$ cat src/rtl/cp437_to_utf8_encoder_macros.svh
`ifndef CP437_TO_UTF8_ENCODER_MACROS_SVH
`define CP437_TO_UTF8_ENCODER_MACROS_SVH

// clocked check, masked while reset is low
`define C2U_ASSERT(label, prop, msg) \
  label: assert property (@(posedge clk_i) disable iff (!rst_ni) prop) else $error(msg);

// clocked check that also holds through reset
`define C2U_ASSERT_ALWAYS(label, prop, msg) \
  label: assert property (@(posedge clk_i) prop) else $error(msg);

`endif

$ cat src/rtl/c2u_pkg.sv
package c2u_pkg;

  localparam int unsigned ByteW = 8;
  localparam int unsigned CpW   = 16;
  localparam int unsigned MaxBytes = 3;

  localparam logic [CpW-1:0] TwoByteMax = 16'h07FF;

  localparam logic [2:0] LeadTwo   = 3'b110;
  localparam logic [3:0] LeadThree = 4'b1110;
  localparam logic [1:0] ContTag   = 2'b10;

  localparam logic [CpW-1:0] UpperMap [128] = '{
    16'h00C7, 16'h00FC, 16'h00E9, 16'h00E2, 16'h00E4, 16'h00E0, 16'h00E5, 16'h00E7,
    16'h00EA, 16'h00EB, 16'h00E8, 16'h00EF, 16'h00EE, 16'h00EC, 16'h00C4, 16'h00C5,
    16'h00C9, 16'h00E6, 16'h00C6, 16'h00F4, 16'h00F6, 16'h00F2, 16'h00FB, 16'h00F9,
    16'h00FF, 16'h00D6, 16'h00DC, 16'h00A2, 16'h00A3, 16'h00A5, 16'h20A7, 16'h0192,
    16'h00E1, 16'h00ED, 16'h00F3, 16'h00FA, 16'h00F1, 16'h00D1, 16'h00AA, 16'h00BA,
    16'h00BF, 16'h2310, 16'h00AC, 16'h00BD, 16'h00BC, 16'h00A1, 16'h00AB, 16'h00BB,
    16'h2591, 16'h2592, 16'h2593, 16'h2502, 16'h2524, 16'h2561, 16'h2562, 16'h2556,
    16'h2555, 16'h2563, 16'h2551, 16'h2557, 16'h255D, 16'h255C, 16'h255B, 16'h2510,
    16'h2514, 16'h2534, 16'h252C, 16'h251C, 16'h2500, 16'h253C, 16'h255E, 16'h255F,
    16'h255A, 16'h2554, 16'h2569, 16'h2566, 16'h2560, 16'h2550, 16'h256C, 16'h2567,
    16'h2568, 16'h2564, 16'h2565, 16'h2559, 16'h2558, 16'h2552, 16'h2553, 16'h256B,
    16'h256A, 16'h2518, 16'h250C, 16'h2588, 16'h2584, 16'h258C, 16'h2590, 16'h2580,
    16'h03B1, 16'h00DF, 16'h0393, 16'h03C0, 16'h03A3, 16'h03C3, 16'h00B5, 16'h03C4,
    16'h03A6, 16'h0398, 16'h03A9, 16'h03B4, 16'h221E, 16'h03C6, 16'h03B5, 16'h2229,
    16'h2261, 16'h00B1, 16'h2265, 16'h2264, 16'h2320, 16'h2321, 16'h00F7, 16'h2248,
    16'h00B0, 16'h2219, 16'h00B7, 16'h221A, 16'h207F, 16'h00B2, 16'h25A0, 16'h00A0
  };

  typedef struct packed {
    logic           ascii;
    logic [CpW-1:0] cp;
  } cp_item_t;

  typedef struct packed {
    logic [1:0]                   cnt;
    logic [MaxBytes-1:0][ByteW-1:0] bytes;
  } char_item_t;

endpackage

$ cat src/rtl/c2u_lookup.sv
module c2u_lookup import c2u_pkg::*; (
  input  logic             clk_i,
  input  logic             rst_ni,
  input  logic             in_valid_i,
  output logic             in_ready_o,
  input  logic [ByteW-1:0] in_byte_i,
  output logic             out_valid_o,
  input  logic             out_ready_i,
  output cp_item_t         out_item_o
);

  logic             s1_valid_q, s1_valid_d;
  logic [ByteW-1:0] s1_byte_q;
  logic             s2_valid_q, s2_valid_d;
  cp_item_t         s2_item_q, s2_item_d;
  logic             s1_ready, s2_ready;

  assign s2_ready   = !s2_valid_q || out_ready_i;
  assign s1_ready   = !s1_valid_q || s2_ready;
  assign in_ready_o = s1_ready;

  assign s1_valid_d = s1_ready ? in_valid_i : s1_valid_q;
  assign s2_valid_d = s2_ready ? s1_valid_q : s2_valid_q;

  always_comb begin
    s2_item_d.ascii = !s1_byte_q[ByteW-1];
    if (s1_byte_q[ByteW-1]) begin
      s2_item_d.cp = UpperMap[s1_byte_q[ByteW-2:0]];
    end else begin
      s2_item_d.cp = {{(CpW-ByteW){1'b0}}, s1_byte_q};
    end
  end

  always_ff @(posedge clk_i or negedge rst_ni) begin
    if (!rst_ni) begin
      s1_valid_q <= 1'b0;
      s2_valid_q <= 1'b0;
    end else begin
      s1_valid_q <= s1_valid_d;
      s2_valid_q <= s2_valid_d;
    end
  end

  always_ff @(posedge clk_i) begin
    if (s1_ready && in_valid_i) begin
      s1_byte_q <= in_byte_i;
    end
    if (s2_ready && s1_valid_q) begin
      s2_item_q <= s2_item_d;
    end
  end

  assign out_valid_o = s2_valid_q;
  assign out_item_o  = s2_item_q;

endmodule

$ cat src/rtl/c2u_encode.sv
module c2u_encode import c2u_pkg::*; (
  input  logic       clk_i,
  input  logic       rst_ni,
  input  logic       in_valid_i,
  output logic       in_ready_o,
  input  cp_item_t   in_item_i,
  output logic       out_valid_o,
  input  logic       out_ready_i,
  output char_item_t out_item_o
);

  logic       valid_q, valid_d;
  char_item_t item_q, item_d;
  logic       ready;

  assign ready      = !valid_q || out_ready_i;
  assign in_ready_o = ready;
  assign valid_d    = ready ? in_valid_i : valid_q;

  always_comb begin
    item_d.bytes = '0;
    if (in_item_i.ascii) begin
      item_d.cnt      = 2'd1;
      item_d.bytes[0] = in_item_i.cp[ByteW-1:0];
    end else if (in_item_i.cp <= TwoByteMax) begin
      item_d.cnt      = 2'd2;
      item_d.bytes[0] = {LeadTwo, in_item_i.cp[10:6]};
      item_d.bytes[1] = {ContTag, in_item_i.cp[5:0]};
    end else begin
      item_d.cnt      = 2'd3;
      item_d.bytes[0] = {LeadThree, in_item_i.cp[15:12]};
      item_d.bytes[1] = {ContTag, in_item_i.cp[11:6]};
      item_d.bytes[2] = {ContTag, in_item_i.cp[5:0]};
    end
  end

  always_ff @(posedge clk_i or negedge rst_ni) begin
    if (!rst_ni) begin
      valid_q <= 1'b0;
    end else begin
      valid_q <= valid_d;
    end
  end

  always_ff @(posedge clk_i) begin
    if (ready && in_valid_i) begin
      item_q <= item_d;
    end
  end

  assign out_valid_o = valid_q;
  assign out_item_o  = item_q;

endmodule

$ cat src/rtl/c2u_serial.sv
module c2u_serial import c2u_pkg::*; (
  input  logic             clk_i,
  input  logic             rst_ni,
  input  logic             in_valid_i,
  output logic             in_ready_o,
  input  char_item_t       in_item_i,
  output logic             out_valid_o,
  input  logic             out_ready_i,
  output logic [ByteW-1:0] out_byte_o,
  output logic             out_last_o
);

  logic       valid_q, valid_d;
  char_item_t item_q;
  logic [1:0] idx_q, idx_d;
  logic       fire, last, load;

  assign last       = (idx_q == (item_q.cnt - 2'd1));
  assign fire       = valid_q && out_ready_i;
  assign in_ready_o = !valid_q || (out_ready_i && last);
  assign load       = in_ready_o && in_valid_i;

  always_comb begin
    valid_d = valid_q;
    idx_d   = idx_q;
    if (load) begin
      valid_d = 1'b1;
      idx_d   = 2'd0;
    end else if (fire) begin
      if (last) begin
        valid_d = 1'b0;
      end else begin
        idx_d = idx_q + 2'd1;
      end
    end
  end

  always_ff @(posedge clk_i or negedge rst_ni) begin
    if (!rst_ni) begin
      valid_q <= 1'b0;
      idx_q   <= 2'd0;
    end else begin
      valid_q <= valid_d;
      idx_q   <= idx_d;
    end
  end

  always_ff @(posedge clk_i) begin
    if (load) begin
      item_q <= in_item_i;
    end
  end

  assign out_valid_o = valid_q;
  assign out_byte_o  = item_q.bytes[idx_q];
  assign out_last_o  = valid_q && last;

`include "cp437_to_utf8_encoder_macros.svh"

  `C2U_ASSERT(a_idx_in_range, valid_q |-> (idx_q < item_q.cnt), "byte index beyond char length")
  `C2U_ASSERT(a_lead_tag, (valid_q && idx_q == 2'd0 && item_q.cnt != 2'd1) |-> (out_byte_o[7:6] == 2'b11), "multi-byte char without lead tag")
  `C2U_ASSERT(a_cont_tag, (valid_q && idx_q != 2'd0) |-> (out_byte_o[7:6] == ContTag), "continuation byte without 10 tag")
  `C2U_ASSERT(a_drain, (fire && last && !in_valid_i) |=> !valid_q, "serializer held a finished char")
  `C2U_ASSERT_ALWAYS(a_reset_idle, !rst_ni |=> !valid_q || $past(rst_ni), "serializer valid out of reset")

endmodule

$ cat src/rtl/cp437_to_utf8_encoder.sv
// the first utf-8 byte of a char passes the lookup s1 and s2, encode and serializer registers
// before it is offered; an ascii char gives one byte, an upper char two or three bytes;
// the single 8-bit output lane sets the rate, and the input waits when later stages stall
// reset: asynchronous active-low, clears all valid bits, no output beat until new input

module cp437_to_utf8_encoder import c2u_pkg::*; (
  input  logic             clk_i,
  input  logic             rst_ni,
  input  logic             s_axis_tvalid,
  output logic             s_axis_tready,
  input  logic [ByteW-1:0] s_axis_tdata,   // [7:0] in_byte
  output logic             m_axis_tvalid,
  input  logic             m_axis_tready,
  output logic [ByteW-1:0] m_axis_tdata,   // [7:0] out_byte
  output logic             m_axis_tlast
);

  logic       cp_valid, cp_ready;
  cp_item_t   cp_item;
  logic       ch_valid, ch_ready;
  char_item_t ch_item;

  c2u_lookup u_lookup (
    .clk_i,
    .rst_ni,
    .in_valid_i  (s_axis_tvalid),
    .in_ready_o  (s_axis_tready),
    .in_byte_i   (s_axis_tdata),
    .out_valid_o (cp_valid),
    .out_ready_i (cp_ready),
    .out_item_o  (cp_item)
  );

  c2u_encode u_encode (
    .clk_i,
    .rst_ni,
    .in_valid_i  (cp_valid),
    .in_ready_o  (cp_ready),
    .in_item_i   (cp_item),
    .out_valid_o (ch_valid),
    .out_ready_i (ch_ready),
    .out_item_o  (ch_item)
  );

  c2u_serial u_serial (
    .clk_i,
    .rst_ni,
    .in_valid_i  (ch_valid),
    .in_ready_o  (ch_ready),
    .in_item_i   (ch_item),
    .out_valid_o (m_axis_tvalid),
    .out_ready_i (m_axis_tready),
    .out_byte_o  (m_axis_tdata),
    .out_last_o  (m_axis_tlast)
  );

endmodule
$ cat config.mk
export PLATFORM = sky130hd
export DESIGN_NAME = cp437_to_utf8_encoder
export DESIGN_NICKNAME = d
export VERILOG_FILES = /design/src/rtl/c2u_pkg.sv /design/src/rtl/c2u_lookup.sv /design/src/rtl/c2u_encode.sv /design/src/rtl/c2u_serial.sv /design/src/rtl/cp437_to_utf8_encoder.sv
export VERILOG_INCLUDE_DIRS = /design/src /design/src/rtl
export SDC_FILE = /design/constraint.sdc
export NUM_CORES = 1
export LEC_CHECK = 0
export BUFFER_PORTS_ARGS = -buffer_cell sky130_fd_sc_hd__buf_2
export CAP_MARGIN = 40
export CORE_ASPECT_RATIO = 1.25
export CORE_MARGIN = 2
export CORE_UTILIZATION = 45
export CTS_CLUSTER_SIZE = 8
export DETAILED_ROUTE_END_ITERATION = 10
export SKIP_CTS_REPAIR_TIMING = 1
export SYNTH_ARGS = -nofsm -noshare
export SYNTH_HDL_FRONTEND = slang
export SYNTH_HIERARCHICAL = 1
export SYNTH_SLANG_ARGS = --single-unit
$ cat constraint.sdc
create_clock -name clk_i -period 6.55 [get_ports clk_i]
set_input_delay 0.655 -clock clk_i [delete_from_list [all_inputs] [get_ports clk_i]]
set_output_delay 0.655 -clock clk_i [all_outputs]
set_load 0.005 [all_outputs]
==> results by group, run 1 <==
Power and ir drop
  – Pwr dens: 377 mW/mm2
  – Pleak: 1.98 nW
  – Peak VDD IR: 0.204 mV
  – NetSw: 0.694 mW
  – Sequential share of power: 38.0%
  – Clk pwr share: 27.5%
  – Int Pwr: 1.33 mW
  – Logic pwr share: 34.4%
  – Sw Ratio: 34.2%
  – Total design power: 2.03 mW

Floorplan
  – Top-Level Pins: 23
  – Initial core utilization: between 40 and 50%
  – FP Rows: 42
  – Die Y: 121 um
  – Die Wd: 97.8 um
  – Die ar.: 0.0119 mm2
  – Core ar.: 0.0107 mm2

Worst setup path
  – R2R Path End: u_lookup/out_item_o[1]$_DFFE_PP_
  – R2R setup slack: 3.66 ns
  – CP required: 5.89 ns
  – R2r startpoint: u_lookup/s1_byte_q[0]$_DFFE_PP_
  – Critical path endpoint category: output pin
  – Worst R2R Path Depth: 7
  – Arr. time, crit path: 2.28 ns
  – Crit-path max FO: 12
  – CP endpoint: s_axis_tready
  – Crit Path Category: register to output pin
  – Critical Path Start: u_serial/idx_q[1]$_DFFE_PN0P_
  – CP startpoint kind: register

Placement
  – Pre-CTS setup slack: between 3 and 4 ns
  – Placed insts: 618
  – Routability cong.: 0.978
  – DP Wirelength: 8.22 mm
  – Port Buffers: 22

Synth
  – Post-Syn Area per Cell: approximately 9.9 um2
  – #FFs+latches synth: 76
  – Number of enable flip-flop cells after synthesis: 70
  – Primary FF master, synth: edfxtp_1
  – Register area share after synthesis: approximately 46%
  – Post-synth ARST share: slightly below 8%
  – Yosys warns: 6
  – Top-area cell type share of the netlist area: 42.5%
  – Post-synth cell types: 69
  – Cell area after synthesis: 0.00495 mm2
  – Synth area leaders: edfxtp_1, nand2_1, mux2i_1, o21ai_0, ha_1
  – Syn Inst Count: 501
  – Cell taking the most area after synthesis: edfxtp_1

STA
  – Slew headroom: 51.7%
  – Setup-failing EPs final: 0
  – RSZ-0062 raised after global routing: false
  – Clock Skews: 0.00429 ns
  – Setup_tns: 0 ns
  – Max-slew violation count: 0
  – Final Hold Viols: 0
  – Worst setup margin: 3.61 ns
  – Fmax: 340 MHz
  – Crit share post-route: 44.9%
  – Slew @ Worst Pin: 0.725 ns
  – Post-route minimum period: 2.94 ns

Routing
  – DRT met1 WL: 4.52 mm
  – Post-route ant nets: 0
  – Met3 routed WL: 827 um
  – DR DRC count: 0
  – Max Used Layer: met4
  – Pre-Repair DR Iteration Count: 5
  – Met2 WL post-DR: between 5 and 6 mm
  – Final Routed Wirelength: 11.8 mm
  – WL/cell: 18.6 um
  – Via-to-Cell Ratio: 6.14
  – Initial DRC count: 294
  – Vias after detailed routing: 3890

Clock tree
  – CTS tree: yes
  – Clock buffer depth: 2
  – Clock root cell: clkbuf_16
  – CTS Buf Count: 9
  – Clk slew on worst S/H paths: 0.06 ns
  – H-tree Lvls: 3
  – Clock sinks: 76
  – Clk_lat worst skew: roughly 0.33 ns

Global routing
  – GRT Total Usage: between 20% and 30%
  – GRT overflow: 0
  – Largest net degree at the start of global routing: between 70 and 80
  – Global-route wire length before repair: 19.3 mm
  – Number of antenna violations at the first check in global routing: 0
  – Vias in the first global route: 3755

Layout
  – Fill count: 972
  – Share of layout cells above drive strength 1: roughly an eighth
  – Post-layout util: between 50% and 60%
  – Total Nets Final: ~520
  – Most frequent cells in the layout: edfxtp_1, nand2_1, o21ai_0
  – Layout area overhead: 8.88%
  – Register area: 0.00225 mm2
  – Commonest non-fill, non-tap cell in the layout: edfxtp_1
  – Finished Layout Cells: 634
  – Multi-input gate area: 0.00239 mm2
  – N_diodes: 0

Run status
  – Outcome: finished clean

Run
  – MaxCap Viol Count: 0

Min path
  – Hold WC Path Type: primary input to asynchronous set/reset pin
==> how the worst min path moves through the flow <==
stage,from,to,slack [ns],cells past startpoint
floorplan,rst_ni,u_encode/out_valid_o$_DFFE_PN0N_,0.36,0
global placement,u_encode/out_item_o[21]$_SDFFCE_PP0P_,u_serial/item_q[21]$_DFFE_PP_,0.40,0
detailed placement,u_encode/out_item_o[21]$_SDFFCE_PP0P_,u_serial/item_q[21]$_DFFE_PP_,0.40,0
CTS,rst_ni,u_lookup/out_valid_o$_DFFE_PN0P_,0.14,1
global route,rst_ni,u_lookup/out_valid_o$_DFFE_PN0P_,0.14,1
finish,rst_ni,u_lookup/out_valid_o$_DFFE_PN0P_,0.14,1
==> layer usage <==
metal / vias to the layer above / global-route usage [%]
li1: 1848 / -
met2: 181 / 34.4
met3: 47 / 3.57
met4: 0 / 14.6
met1: 1814 / 24.0
met5: - / 0
==> stage by stage <==
step	hold WS (ns)	area, um2
4_1_cts	0.144	5390
2_1_floorplan	0.359	4960
3_5_place_dp	0.405	5040
6_report	0.143	5390
3_3_place_gp	0.402	5010
5_1_grt	0.145	5390
==> flip-flops by register name, summed over array words and instances, names as in the netlist, 2 cells and up <==
name and flops:
u_encode/out_item_o 23, u_lookup/out_item_o 13, u_lookup/s1_byte_q 8, u_serial/idx_q 2, u_serial/item_q 26
==> cell usage after synthesis, drive strengths merged (3+ instances only) <==
cell / instances
nor2b: 11
nor2: 21
o311ai: 6
a31o: 3
a21oi: 19
buf: 31
a21o: 3
a211oi: 6
clkbuf: 17
dfrtp: 6
and2: 6
nand2: 60
o211ai: 6
mux2: 4
a221oi: 3
inv: 13
xnor2: 3
nand3b: 5
nand2b: 25
o21ai: 41
nor3: 6
nand4: 3
or2: 4
ha: 15
mux2i: 22
o22ai: 5
edfxtp: 70
a31oi: 11
a311oi: 8
o21a: 3
nand3: 18
o221ai: 3
and3: 9
==> cell type report <==
| type | count | area share (%) |
|---|---|---|
| clock buffers | 10 | 4.25 |
| well taps | 132 | 3.07 |
| repair buffers | 29 | 3.30 |
| multi-input cells | 366 | 44.4 |
| clock inverters | 6 | 2.09 |
| inverters | 15 | 1.05 |
| flip-flops and latches | 76 | 41.8 |
==> cell families (layout without fill, tap and decap cells) <==
kind of cell             count (synthesis)  in the layout  share of synthesized area (%)
AND/OR/NAND/NOR                        175            175                           18.2
AO/OA/AOI/OAI                          138            138                           18.8
flip-flops                              76             76                           45.5
buffers and inverters                   63             60                           6.53
multiplexers                            28             28                           6.27
adder cells (fa/ha/maj)                 15             15                           3.79
XOR/XNOR                                 4              4                          0.708
other                                    2              6                          0.152
==> worst max-delay path, stage by stage, from the launching register on <==
cell and delay, ns:
dfrtp_1 0.71, xor2_1 0.30, mux2_2 0.39, o21ai_1 0.11
nand2b_1 0.16, nand3b_1 0.16, buf_2 0.13
==> power by group through the flow <==
stage | combinational (mW) | sequential (mW) | clock [mW]
6_report | 0.699 | 0.772 | 0.558
5_1_grt | 0.770 | 0.787 | 0.591
4_1_cts | 0.692 | 0.774 | 0.571
3_5_place_dp | 0.688 | 0.784 | 0
3_3_place_gp | 0.676 | 0.782 | 0
2_1_floorplan | 0.549 | 0.734 | 0
No activity file was read; power rests on OpenSTA's default activity.
==> inputs of run 2 (changes only) <==
==> constraint.sdc (replaced) <==
create_clock -name clk_i -period 2.93 [get_ports clk_i]
set_input_delay 0.293 -clock clk_i [delete_from_list [all_inputs] [get_ports clk_i]]
set_output_delay 0.293 -clock clk_i [all_outputs]
set_load 0.005 [all_outputs]
==> results by group, run 2 (synthesis gave the netlist of run 1 again) <==
Clock tree
  – Clock root cell: clkbuf_16
  – H-tree Lvls: 3
  – Clock buffer depth: 2
  – Clk_lat worst skew: 0.32 ns
  – CTS tree: yes
  – CTS Buf Count: 9
  – Clk slew on worst S/H paths: 0.06 ns
  – Clock sinks: 76

STA
  – Worst setup margin: about 0.31 ns
  – Post-route minimum period: 2.62 ns
  – Fmax: 382 MHz
  – RSZ-0062 raised after global routing: false
  – Final Hold Viols: 0
  – Max-slew violation count: 0
  – Clock Skews: 0.00542 ns
  – Slew headroom: 57.8%
  – Setup_tns: 0 ns
  – Slew @ Worst Pin: 0.625 ns
  – Setup-failing EPs final: 0
  – Crit share post-route: 89.4%

Layout
  – Reg with most FFs: u_serial/item_q
  – Max reg flops: 26
  – N_diodes: 0
  – Layout area overhead: 9.39%
  – Total Nets Final: 532
  – Commonest non-fill, non-tap cell in the layout: edfxtp_1
  – Most frequent cells in the layout: edfxtp_1, nand2_1, o21ai_0
  – Finished Layout Cells: 642
  – Share of layout cells above drive strength 1: 14.1%

Routing
  – Pre-Repair DR Iteration Count: 5
  – WL/cell: between 15 and 20 um
  – DR DRC count: 0
  – Max Used Layer: met4
  – Post-route ant nets: 0
  – Final Routed Wirelength: 11.7 mm
  – Met3 routed WL: 750 um
  – Vias after detailed routing: 3888
  – DRT met1 WL: between 4 and 5 mm
  – Met2 WL post-DR: a little under 6 mm
  – Initial DRC count: ~250
  – Via-to-Cell Ratio: 6.06

Power and ir drop
  – Sw Ratio: 35.2%
  – Pleak: 2.00 nW
  – Sequential share of power: 37.4%
  – Pwr dens: about 810 mW/mm2
  – NetSw: 1.54 mW
  – Logic pwr share: 38.3%
  – Peak VDD IR: 0.407 mV
  – Total design power: 4.39 mW
  – Clk pwr share: 24.2%
  – Int Pwr: about 2.8 mW

Floorplan
  – Die ar.: 0.0119 mm2
  – Top-Level Pins: 23
  – Core ar.: 0.0107 mm2
  – Die Y: 121 um
  – FP Rows: 42
  – Die Wd: a little under 100 um
  – Initial core utilization: 46.4%

Worst setup path
  – CP required: 3.00 ns
  – Arr. time, crit path: 2.69 ns
  – Crit-path cells: inv_1 > ha_1 > nor2b_1 > o21a_1 > o311ai_0 > o2111ai_1 > o221a_2
  – Critical path endpoint category: register
  – Crit-path max FO: 9
  – Crit Path Category: register to register
  – Worst path max stage delay: 0.54 ns
  – Critical-path top delay cell: o311ai_0
  – CP startpoint kind: register

Global routing
  – GRT Total Usage: 20.6%
  – Vias in the first global route: 3886
  – Global-route wire length before repair: about 19 mm
  – GRT overflow: 0
  – Largest net degree at the start of global routing: between 70 and 80
  – Number of antenna violations at the first check in global routing: 0

Placement
  – Port Buffers: 22
  – Pre-CTS setup slack: 0.353 ns
  – Placed insts: 625
  – Routability cong.: roughly 1.1
  – DP Wirelength: about 8.4 mm

Min path
  – Hold WC Path Type: primary input to register

Run status
  – Outcome: finished clean

Run
  – MaxCap Viol Count: 0
[run 2: changes by cell type in the layout (fill, tap and decap cells not counted)]
cell	delta
buf_12	+2
buf_8	-2
dlygate4sd3_1	+1
buf_4	+7
bufinv_16	-2
clkinv_2	+1
clkinvlp_4	+1
[run 2: layout make-up]
class / count / area (um2)
well taps: 132 / 165
repair buffers: 37 / 250
multi-input cells: 366 / 2390
clock inverters: 6 / 65.1
inverters: 15 / 56.3
clock buffers: 10 / 229
flip-flops and latches: 76 / 2250
fillers: 995 / 5260
[run 2: power groups by stage]
| stage | combinational [mW] | clock, mW | sequential (mW) |
|---|---|---|---|
| 2_1_floorplan | 1.23 | 0 | 1.64 |
| 3_3_place_gp | 1.65 | 0 | 1.66 |
| 3_5_place_dp | 1.66 | 0 | 1.67 |
| 4_1_cts | 1.67 | 1.09 | 1.65 |
| 5_1_grt | 1.85 | 1.14 | 1.67 |
| 6_report | 1.68 | 1.06 | 1.64 |
[run 2: routing by layer]
metal | track usage, % | up-vias
li1 | - | 1856
met1 | 23.9 | 1822
met2 | 34.3 | 162
met3 | 3.69 | 48
met4 | 14.8 | 0
met5 | 0 | -
[run 2: path summary, 6_finish.rpt]
kind                                                       from                          endpoint  slack [ns]  depth (start not counted)
setup reg to reg                u_lookup/s1_byte_q[0]$_DFFE_PP_  u_lookup/out_item_o[2]$_DFFE_PP_        0.31                          7
max in group asynchronous                                rst_ni     u_serial/idx_q[1]$_DFFE_PN0P_        2.46                          2
hold / removal                                  s_axis_tdata[0]   u_lookup/s1_byte_q[0]$_DFFE_PP_        0.14                          1
setup / recovery                u_lookup/s1_byte_q[0]$_DFFE_PP_  u_lookup/out_item_o[2]$_DFFE_PP_        0.31                          7
min in group asynchronous                                rst_ni  u_lookup/out_valid_o$_DFFE_PN0P_        0.32                          2
hold reg to reg            u_encode/out_item_o[6]$_SDFFCE_PN1P_      u_serial/item_q[6]$_DFFE_PP_        0.41                          0
[run 2: critical path, delay by kind of cell (launching register included)]
kind,cells,cell delay [ns]
AND/OR/NAND/NOR,1,0.20
AO/OA/AOI/OAI,4,1.09
buffers and inverters,1,0.21
adder cells (fa/ha/maj),1,0.38
flip-flops,1,0.50
[run 2: through the flow]
stage	utilization (%)	instance area, um2	hold WS, ns
global route	50.7	5410	0.127
floorplan	-	4960	-0.00259
detailed placement	47.9	5110	0.131
global placement	47.9	5110	0.129
finish	50.7	5410	0.139
CTS	50.6	5400	-0.224
==> inputs of run 3 (changes only) <==
--- a/config.mk
+++ b/config.mk
@@ -8,11 +8,14 @@
 export LEC_CHECK = 0
 export BUFFER_PORTS_ARGS = -buffer_cell sky130_fd_sc_hd__buf_2
 export CAP_MARGIN = 40
+export CELL_PAD_IN_SITES_DETAIL_PLACEMENT = 1
+export CELL_PAD_IN_SITES_GLOBAL_PLACEMENT = 2
 export CORE_ASPECT_RATIO = 1.25
 export CORE_MARGIN = 2
-export CORE_UTILIZATION = 45
+export CORE_UTILIZATION = 41
 export CTS_CLUSTER_SIZE = 8
 export DETAILED_ROUTE_END_ITERATION = 10
+export PLACE_DENSITY_LB_ADDON = 0.1
 export SKIP_CTS_REPAIR_TIMING = 1
 export SYNTH_ARGS = -nofsm -noshare
 export SYNTH_HDL_FRONTEND = slang
==> results by group, run 3 (synthesis gave the netlist of run 1 again) <==
Worst setup path
  – Arr. time, crit path: around 2.5 ns
  – Critical Path Start: u_lookup/s1_byte_q[1]$_DFFE_PP_
  – CP startpoint kind: register
  – R2r startpoint: u_lookup/s1_byte_q[1]$_DFFE_PP_
  – Crit Path Category: register to register
  – Crit-path max FO: 7
  – Critical path endpoint category: register
  – CP required: 2.98 ns

Floorplan
  – Initial core utilization: around 42%
  – Core ar.: 0.0117 mm2
  – Top-Level Pins: 23
  – Die Wd: a little over 100 um
  – Die Y: 127 um
  – Die ar.: 0.0130 mm2
  – FP Rows: 44

Routing
  – WL/cell: 20.9 um
  – Post-route ant nets: 0
  – Via-to-Cell Ratio: 5.93
  – DR DRC count: 0
  – Initial DRC count: 209
  – Final Routed Wirelength: 14.1 mm
  – Pre-Repair DR Iteration Count: 5
  – Vias after detailed routing: between 4000 and 5000

Run status
  – Outcome: finished clean

Layout
  – Post-layout util: 46.6%
  – Most frequent cells in the layout: edfxtp_1, nand2_1, o21ai_0
  – Share of layout cells above drive strength 1: 14.8%
  – Multi-input gate area: approximately 0.0024 mm2
  – N_diodes: 0
  – Register area: ~0.0023 mm2
  – Max reg flops: 26
  – Layout area overhead: 9.92%
  – Reg with most FFs: u_serial/item_q
  – Total Nets Final: roughly 540
  – Fill count: 1348
  – Commonest non-fill, non-tap cell in the layout: edfxtp_1

Clock tree
  – Clock buffer depth: 2
  – CTS tree: yes
  – Clk_lat worst skew: 0.33 ns
  – Clock sinks: 76
  – Clk slew on worst S/H paths: 0.06 ns
  – Clock root cell: clkbuf_16
  – H-tree Lvls: 3
  – CTS Buf Count: 9

STA
  – Setup-failing EPs final: 0
  – Fmax: 411 MHz
  – Final Hold Viols: 0
  – Hold slack: 0.133 ns
  – Setup_tns: 0 ns
  – RSZ-0062 raised after global routing: false
  – Slew headroom: 52.4%
  – Clock Skews: 0.00871 ns
  – Slew @ Worst Pin: 0.714 ns
  – Crit share post-route: 83.1%
  – Max-slew violation count: 0
  – Worst setup margin: approximately 0.50 ns
  – Post-route minimum period: around 2.4 ns

Global routing
  – Number of antenna violations at the first check in global routing: 0
  – Global-route met3 utilization: 2.15%
  – GRT overflow: 0
  – Global-route wire length before repair: 22.3 mm
  – Met1 usage in global routing: 26.7%
  – GRT Total Usage: 22.6%
  – Busiest grt layer: met2
  – M2 GR Usage: 38.7%
  – Vias in the first global route: 3968
  – Largest net degree at the start of global routing: 79

Min path
  – Worst hold start: s_axis_tdata[3]
  – Hold WC Path Type: primary input to register

Placement
  – Routability cong.: 0.915
  – Port Buffers: 22
  – DP Wirelength: 10.2 mm
  – Pre-CTS setup slack: about 0.50 ns

Power and ir drop
  – Pleak: 2.01 nW
  – Peak VDD IR: 0.275 mV
  – Total design power: 4.37 mW
  – Pwr dens: 804 mW/mm2

Run
  – MaxCap Viol Count: 0
==> run 3: cell count changes in the layout (fill, tap and decap cells not counted), sizes merged <==
cell | before | now
inv | 13 | 14
clkbuf | 10 | 9
bufinv | 1 | 0
clkinv | 6 | 8
buf | 36 | 40
clkinvlp | 1 | 0
==> run 3: worst paths after layout <==
path | slack [ns] | to | cells past startpoint
max | 0.50 | u_lookup/out_item_o[1]$_DFFE_PP_ | 7
min | 0.13 | u_lookup/s1_byte_q[3]$_DFFE_PP_ | 1
max reg2reg | 0.50 | u_lookup/out_item_o[1]$_DFFE_PP_ | 7
min reg2reg | 0.42 | u_serial/item_q[1]$_DFFE_PP_ | 0
max in group asynchronous | 2.48 | u_lookup/out_valid_o$_DFFE_PN0P_ | 2
min in group asynchronous | 0.31 | u_lookup/s1_valid_q$_DFFE_PN0N_ | 2
==> run 3: report_power, final <==
group | leakage (nW) | total, mW | switching (mW) | internal [mW]
clock network | 0.137 | 0.974 | 0.407 | 0.567
logic | 1.17 | 1.73 | 1.07 | 0.653
registers | 0.703 | 1.67 | 0.132 | 1.54
==> run 3: critical path, cell delays in order, from the launching register on <==
cell and delay [ns]:
edfxtp_1 0.38, inv_1 0.20, ha_1 0.35, nor2_1 0.17, nor3b_1 0.21, a211oi_1 0.13, a2111oi_0 0.56, nor3_1 0.15
==> run 3: area by class of cell <==
cell class	instances	share of cell area [%]
clock buffers	9	4.14
well taps	161	3.71
inverters	15	1.04
repair buffers	41	4.93
flip-flops and latches	76	41.4
clock inverters	7	0.759
multi-input cells	366	44.0
==> run 3: layer usage <==
metal / vias to the layer above / wire (um) / share of wire, %
li1: 1876 / - / -
met1: 1945 / 5430 / 39
met2: 135 / 7240 / 51
met3: 47 / 571 / 4.1
met4: 0 / 843 / 6.0
met5: - / 0 / 0
==> run 3: per-stage QoR <==
stage / instances / instance area (um2)
finish: 675 / 5440
global route: 675 / 5440
CTS: 674 / 5430
detailed placement: 658 / 5160
global placement: 658 / 5160
floorplan: 505 / 4960
